## src/hw/rtl/rpr_pkg.sv

```systemverilog
// ----------------------------------------------------------------------------
// rpr_pkg
// shared types and constants of the rotary position rotate unit
// ----------------------------------------------------------------------------
`timescale 1ns / 1ps
`default_nettype none

package rpr_pkg;

    localparam int MAX_POSITIONS_DEF  = 256;
    localparam int PAIRS_PER_HEAD_DEF = 32;

    localparam int POS_W    = 8;
    localparam int PAIR_W   = 5;
    localparam int VAL_W    = 16;
    localparam int WORD_W   = 16;
    localparam int FRAC_BITS = 14;

    localparam int PROD_W  = VAL_W + WORD_W;
    localparam int SUM_W   = PROD_W + 2;
    localparam int SHIFT_W = SUM_W - FRAC_BITS;

    localparam int S_TDATA_W = 80;
    localparam int M_TDATA_W = 32;

    localparam logic KIND_LOAD   = 1'b0;
    localparam logic KIND_ROTATE = 1'b1;

    localparam logic signed [VAL_W-1:0] OUT_MAX = 16'sh7fff;
    localparam logic signed [VAL_W-1:0] OUT_MIN = 16'sh8000;

    typedef struct packed {
        logic valid;
        logic in_range;
    } rpr_ctl_t;

endpackage

`default_nettype wire

```

## src/hw/rtl/rpr_math.sv

```systemverilog
// ----------------------------------------------------------------------------
// rpr_math
// product stage, then round, clamp and result register
// ----------------------------------------------------------------------------
`timescale 1ns / 1ps
`default_nettype none

module rpr_math import rpr_pkg::*; (
    input  wire logic                     aclk,
    input  wire logic                     aresetn,
    input  wire logic                     advance,
    input  wire rpr_ctl_t                 ctl_in,
    input  wire logic signed [VAL_W-1:0]  x_val,
    input  wire logic signed [VAL_W-1:0]  y_val,
    input  wire logic signed [WORD_W-1:0] cos_val,
    input  wire logic signed [WORD_W-1:0] sin_val,
    output rpr_ctl_t                      ctl_out,
    output logic signed [VAL_W-1:0]       rot_first,
    output logic signed [VAL_W-1:0]       rot_second,
    output logic                          sat
);

    rpr_ctl_t                   ctl2_reg;
    logic signed [PROD_W-1:0]   xc_reg, ys_reg, xs_reg, yc_reg;
    rpr_ctl_t                   ctl3_reg;
    logic signed [VAL_W-1:0]    first_reg, second_reg;
    logic                       sat_reg;

    logic signed [SUM_W-1:0]    sum_a, sum_b;
    logic signed [SHIFT_W-1:0]  sh_a, sh_b;
    logic signed [VAL_W-1:0]    first_next, second_next;
    logic                       clamp_a, clamp_b;

    always_ff @(posedge aclk) begin
        if (advance) begin
            xc_reg <= x_val * cos_val;
            ys_reg <= y_val * sin_val;
            xs_reg <= x_val * sin_val;
            yc_reg <= y_val * cos_val;
        end
    end

    assign sum_a = SUM_W'(xc_reg) - SUM_W'(ys_reg) + SUM_W'(1 << (FRAC_BITS - 1));
    assign sum_b = SUM_W'(xs_reg) + SUM_W'(yc_reg) + SUM_W'(1 << (FRAC_BITS - 1));
    assign sh_a  = SHIFT_W'(sum_a >>> FRAC_BITS);
    assign sh_b  = SHIFT_W'(sum_b >>> FRAC_BITS);

    always_comb begin
        clamp_a = 1'b1;
        clamp_b = 1'b1;
        if (sh_a > SHIFT_W'(OUT_MAX)) begin
            first_next = OUT_MAX;
        end else if (sh_a < SHIFT_W'(OUT_MIN)) begin
            first_next = OUT_MIN;
        end else begin
            first_next = sh_a[VAL_W-1:0];
            clamp_a    = 1'b0;
        end
        if (sh_b > SHIFT_W'(OUT_MAX)) begin
            second_next = OUT_MAX;
        end else if (sh_b < SHIFT_W'(OUT_MIN)) begin
            second_next = OUT_MIN;
        end else begin
            second_next = sh_b[VAL_W-1:0];
            clamp_b     = 1'b0;
        end
    end

    always_ff @(posedge aclk) begin
        if (advance) begin
            ctl3_reg.in_range <= ctl2_reg.in_range;
            ctl2_reg.in_range <= ctl_in.in_range;
            // rows past the table answer with all fields zero
            if (ctl2_reg.in_range) begin
                first_reg  <= first_next;
                second_reg <= second_next;
                sat_reg    <= clamp_a | clamp_b;
            end else begin
                first_reg  <= '0;
                second_reg <= '0;
                sat_reg    <= 1'b0;
            end
        end
        if (!aresetn) begin
            ctl2_reg.valid <= 1'b0;
            ctl3_reg.valid <= 1'b0;
        end else if (advance) begin
            ctl2_reg.valid <= ctl_in.valid;
            ctl3_reg.valid <= ctl2_reg.valid;
        end
    end

    assign ctl_out    = ctl3_reg;
    assign rot_first  = first_reg;
    assign rot_second = second_reg;
    assign sat        = sat_reg;

endmodule

`default_nettype wire

```

## config.mk

```make
export PLATFORM = sky130hd
export DESIGN_NAME = rpr_math
export DESIGN_NICKNAME = d
export VERILOG_FILES = /design/src/hw/rtl/rpr_pkg.sv /design/src/hw/rtl/rpr_math.sv
export SDC_FILE = /design/constraint.sdc
export NUM_CORES = 2
export LEC_CHECK = 0
export ABC_AREA = 0
export BUFFER_PORTS_ARGS = -buffer_cell sky130_fd_sc_hd__clkbuf_2
export CAP_MARGIN = 20
export CORE_UTILIZATION = 50
export CTS_BUF_LIST = sky130_fd_sc_hd__clkbuf_4
export DETAILED_ROUTE_END_ITERATION = 8
export HOLD_SLACK_MARGIN = 0.1
export PLACE_DENSITY = 0.64
export REMOVE_ABC_BUFFERS = 1
export SYNTH_ARGS = -nofsm -noshare
export SYNTH_HDL_FRONTEND = slang
export SYNTH_SLANG_ARGS = --single-unit
```

## constraint.sdc

```tcl
create_clock -name aclk -period 8.2 [get_ports aclk]
set_input_delay 1.23 -clock aclk [delete_from_list [all_inputs] [get_ports aclk]]
set_output_delay 1.23 -clock aclk [all_outputs]
set_load 0.02 [all_outputs]
```

### Word-level counts from Yosys, hierarchy flattened

Cells that the tools add are included.

* output and inout bits: 35
* flip-flop bits (word level): 165
* logic and storage cells: 37

* $add $sub $neg: 4
* reduce and logical (&&, ||, !) cells: 2
* $lt $le $gt $ge: 4
* bitwise logic cells: 2
* muxes and demuxes: 8
* multipliers: 4

Operators by type and width (count)
* 16-bit by 16-bit multiplier with 32-bit output: 4
* 33-bit by 15-bit adder with 34-bit output (second input constant): 2
* 20-bit by 16-bit greater-than comparator with 1-bit output (second input constant): 2
* 20-bit by 16-bit < comparator with 1-bit output (second input constant): 2
* 32-bit by 32-bit adder with 33-bit output: 1
* 32-bit by 32-bit subtractor with 33-bit output: 1
* 16-bit two-way mux: 2
* 15-bit two-way mux: 2
* 1-bit two-way mux: 4
* 2-bit OR reduction: 2
* 1-bit NOT: 1
* 1-bit bitwise OR: 1

### Depth between registers and ports, before layout

* word-level depth: 6
* gate-level depth with buffers: 27
* gate-level depth less buffers: 26

### Worst setup path after synthesis

No wires, ideal clock.

* kind: input-to-reg
* start: input port x_val[15]
* end: register xs_reg[31], data pin
* cell stages on the path: 21
* data required time: 7.940 ns
* setup slack: 0.915 ns
* path buffers: 1
* arrival time: 7.025 ns
* cells stage by stage: clkbuf_1 -> nand2_1 -> inv_1 -> fa_1 -> fa_1 -> fa_1 -> fa_1 -> fa_1 -> inv_1 -> fa_1 -> inv_1 -> ha_1 -> and3_1 -> and3_1 -> nand3_1 -> o21ai_0 -> or2_2 -> o41ai_2 -> o2111ai_1 -> a21oi_1 -> xnor2_1

* cells in the longest elaborated chain, start to end: 1

RTL lines
* from (decl): line rpr_math.sv:13 `input wire logic signed [VAL_W-1:0] x_val,`
* 16-bit by 16-bit multiplier with 32-bit output: line rpr_math.sv:38 `xs_reg <= x_val * sin_val;`
* to (signal assigned): line rpr_math.sv:38
* to (decl): line rpr_math.sv:24 `logic signed [PROD_W-1:0] xc_reg, ys_reg, xs_reg, yc_reg;`

No other way between the ends.
A chain may end at the register's enable or synchronous reset.

### Final worst setup path

* start: input port cos_val[1]
* end: register yc_reg[31], data pin

* cells in the longest elaborated chain, start to end: 1

RTL lines
* from (decl): line rpr_math.sv:15 `input wire logic signed [WORD_W-1:0] cos_val,`
* 16-bit by 16-bit multiplier with 32-bit output: line rpr_math.sv:39 `yc_reg <= y_val * cos_val;`
* to (signal assigned): line rpr_math.sv:39
* to (decl): line rpr_math.sv:24

No other way between the ends.

==> results.json <==
{
  "yosys.area.top_type": "fa_1",
  "die_h_um": 310,
  "fin_skew_ps": 60.9,
  "drt_wl_total_um": 117000,
  "die_area_sq_um": 96300,
  "grt_pass1_vias": 35600,
  "portBuffers": 103,
  "status": "complete, no violations",
  "area_delta_synth_final_pct": 6.15,
  "maxCapViolations": 0,
  "stdcell_area_sq_um": 50500,
  "drtIter0Drc": 1853,
  "place_area_sq_um": 50100,
  "setup_viol": 0,
  "path_clk_slew_ps": 150,
  "drtAntennaViolNets": 0,
  "antenna_found_initial": 7,
  "synth_area_sq_um": 47500,
  "slew_violations": 0,
  "drc": 0,
  "cts_buffers": 17,
  "synthArstFlopShare_pct": 0,
  "tritoncts": "yes",
  "clock_latency_ps": 780,
  "startpoint_type": "input pin",
  "regArea_sq_um": 4930,
  "worstHoldPathType": "reg -> reg",
  "core_area_sq_um": 93700,
  "crit_arrival_ps": 7890,
  "pre_cts_slack_ps": 111,
  "clockRootBuffer": "clkbuf_4",
  "fillCellCount": 8525,
  "start_util_pct": 50.7,
  "critical_path_required_ps": 8710,
  "clock_sinks": 165,
  "drive_above_1_share_pct": 6.41,
  "synth-edff-count": 163,
  "syn_area_per_cell_sq_um": 9.64,
  "whs_ps": 538,
  "wl_per_cell_um": 18.7,
  "dp_hpwl_um": 97200,
  "multi_input_area_sq_um": 37300,
  "drtPass1Iterations": 7,
  "yosys-top-cells-area": "fa_1 44%, ha_1 12%, edfxtp_1 10%",
  "seq_area_frac_synth_pct": 10.4,
  "via_per_inst": 5.18,
  "grt_usage_pct": 26.6,
  "yosysTopAreaCellShare_pct": 44.1,
  "grt.overflow.total": 0,
  "synth_cell_types": 73,
  "period_share_pct": 90.1,
  "critPathMaxFanout": 14,
  "endpoint_kind": "flip-flop",
  "grt_pass1_wl_um": 193000,
  "synth-seq-cells": 165,
  "cts_hold_buf": 0,
  "grt_start_max_net_pins": 104,
  "path_class": "in -> reg",
  "fmax_mhz": 135,
  "worst_pin_slew_ps": 1140,
  "hold_viol": 0,
  "cts_setup_buffers": 0,
  "setup_tns_ps": 0,
  "yosysWarnings": 0,
  "io_pins": 104,
  "r2r.worst_path.cells": 13,
  "relSlewSlack_pct": 24.3,
  "hold_depth": 2,
  "die_w_um": 310,
  "period_needed_ps": 7380,
  "vias": 32600,
  "row_count": 112,
  "cts_buffer_depth": 2,
  "setup_ws_ps": 815,
  "gp_congestion": 0.887,
  "syn_inst": 4930,
  "rsz0062_at_grt": "false",
  "cts.repair.resized": 0,
  "final_nets": 6581,
  "h-tree-depth": 4,
  "ys.flop_type": "edfxtp_1"
}
[cells in the mapped netlist (all sizes together), types with 39 or more instances]
| library cell | count |
|---|---|
| nand2 | 511 |
| nor2 | 105 |
| clkbuf | 191 |
| inv | 1203 |
| o21ai | 67 |
| ha | 452 |
| xnor2 | 126 |
| and2 | 495 |
| a21oi | 128 |
| a21o | 83 |
| edfxtp | 163 |
| nand2b | 39 |
| xor2 | 49 |
| fa | 1048 |
[through the flow]
step | cells | utilization [%]
floorplan | 4735 | -
global placement | 6247 | 53.5
detailed placement | 6247 | 53.5
CTS | 6279 | 53.8
global route | 6282 | 53.8
finish | 6282 | 53.8
[logic make-up after synthesis]
group	count (synthesis)	share of synthesized area [%]
fa+ha+maj	1501	56.1
simple gates	1285	13.7
xor+xnor	175	3.22
mux	3	0.0632
compound gates	403	5.53
flops	165	10.4
buf+inv	1398	11.1
[worst max-delay path, cell delays in order]
cell	delay, ps
clkbuf_2	400
nand2_1	280
fa_1	560
fa_1	510
fa_1	530
inv_1	60
fa_1	490
fa_1	500
inv_1	50
fa_1	470
inv_1	40
ha_1	330
a21o_1	180
a21oi_1	160
o21bai_1	90
a2111oi_0	570
buf_4	210
o21ai_0	70
o21a_1	250
a211o_1	340
a311o_1	290
a21oi_1	190
xnor2_1	80
[layout by cell type (no fill, tap or decap), types with 19 or more instances in the layout]
cell type     n
edfxtp_1    163
nand2_1     511
a21o_1       78
ha_1        452
buf_4       147
o21ai_0      66
and3_1       24
o21bai_1     27
a21oi_1     128
nor2b_1      26
inv_1      1203
fa_1       1048
xor2_1       49
nand2b_1     38
nor2_1      105
clkbuf_2    102
clkbuf_4     19
nand3_1      25
and2_1      495
xnor2_1     126
[worst paths after layout]
| path | from | slack [ps] | end |
|---|---|---|---|
| setup reg to reg | xs_reg[14]$_DFFE_PP_ | 2750 | rot_second[2]$_SDFFCE_PN0P_ |
| setup / recovery | cos_val[1] | 820 | yc_reg[31]$_DFFE_PP_ |
| hold / removal | ctl_out[1]$_SDFFE_PN0P_ | 540 | ctl_out[1]$_SDFFE_PN0P_ |
| hold reg to reg | ctl_out[1]$_SDFFE_PN0P_ | 540 | ctl_out[1]$_SDFFE_PN0P_ |
[final cells by class]
| class | count | share of cell area, % |
|---|---|---|
| Clock inverter | 13 | 0.320 |
| Sequential cell | 165 | 9.78 |
| Multi-Input combinational cell | 3367 | 74.0 |
| Inverter | 1203 | 8.95 |
| Timing Repair Buffer | 258 | 3.54 |
| Tap cell | 1254 | 3.11 |
| Antenna cell | 3 | 0.0149 |
| Clock buffer | 19 | 0.283 |
[routing by layer]
layer  global-route usage, %  share of wire, %  vias up
li1                        -                 -    14900
met3                    3.53               4.8      170
met1                    34.0                42    16700
met4                    13.3               5.6        4
met5                       0             0.020        -
met2                    44.4                48      750
Power is left out: the tool's default activity adds up to more than one toggle a clock period on the data nets, which glitch-free logic cannot reach.
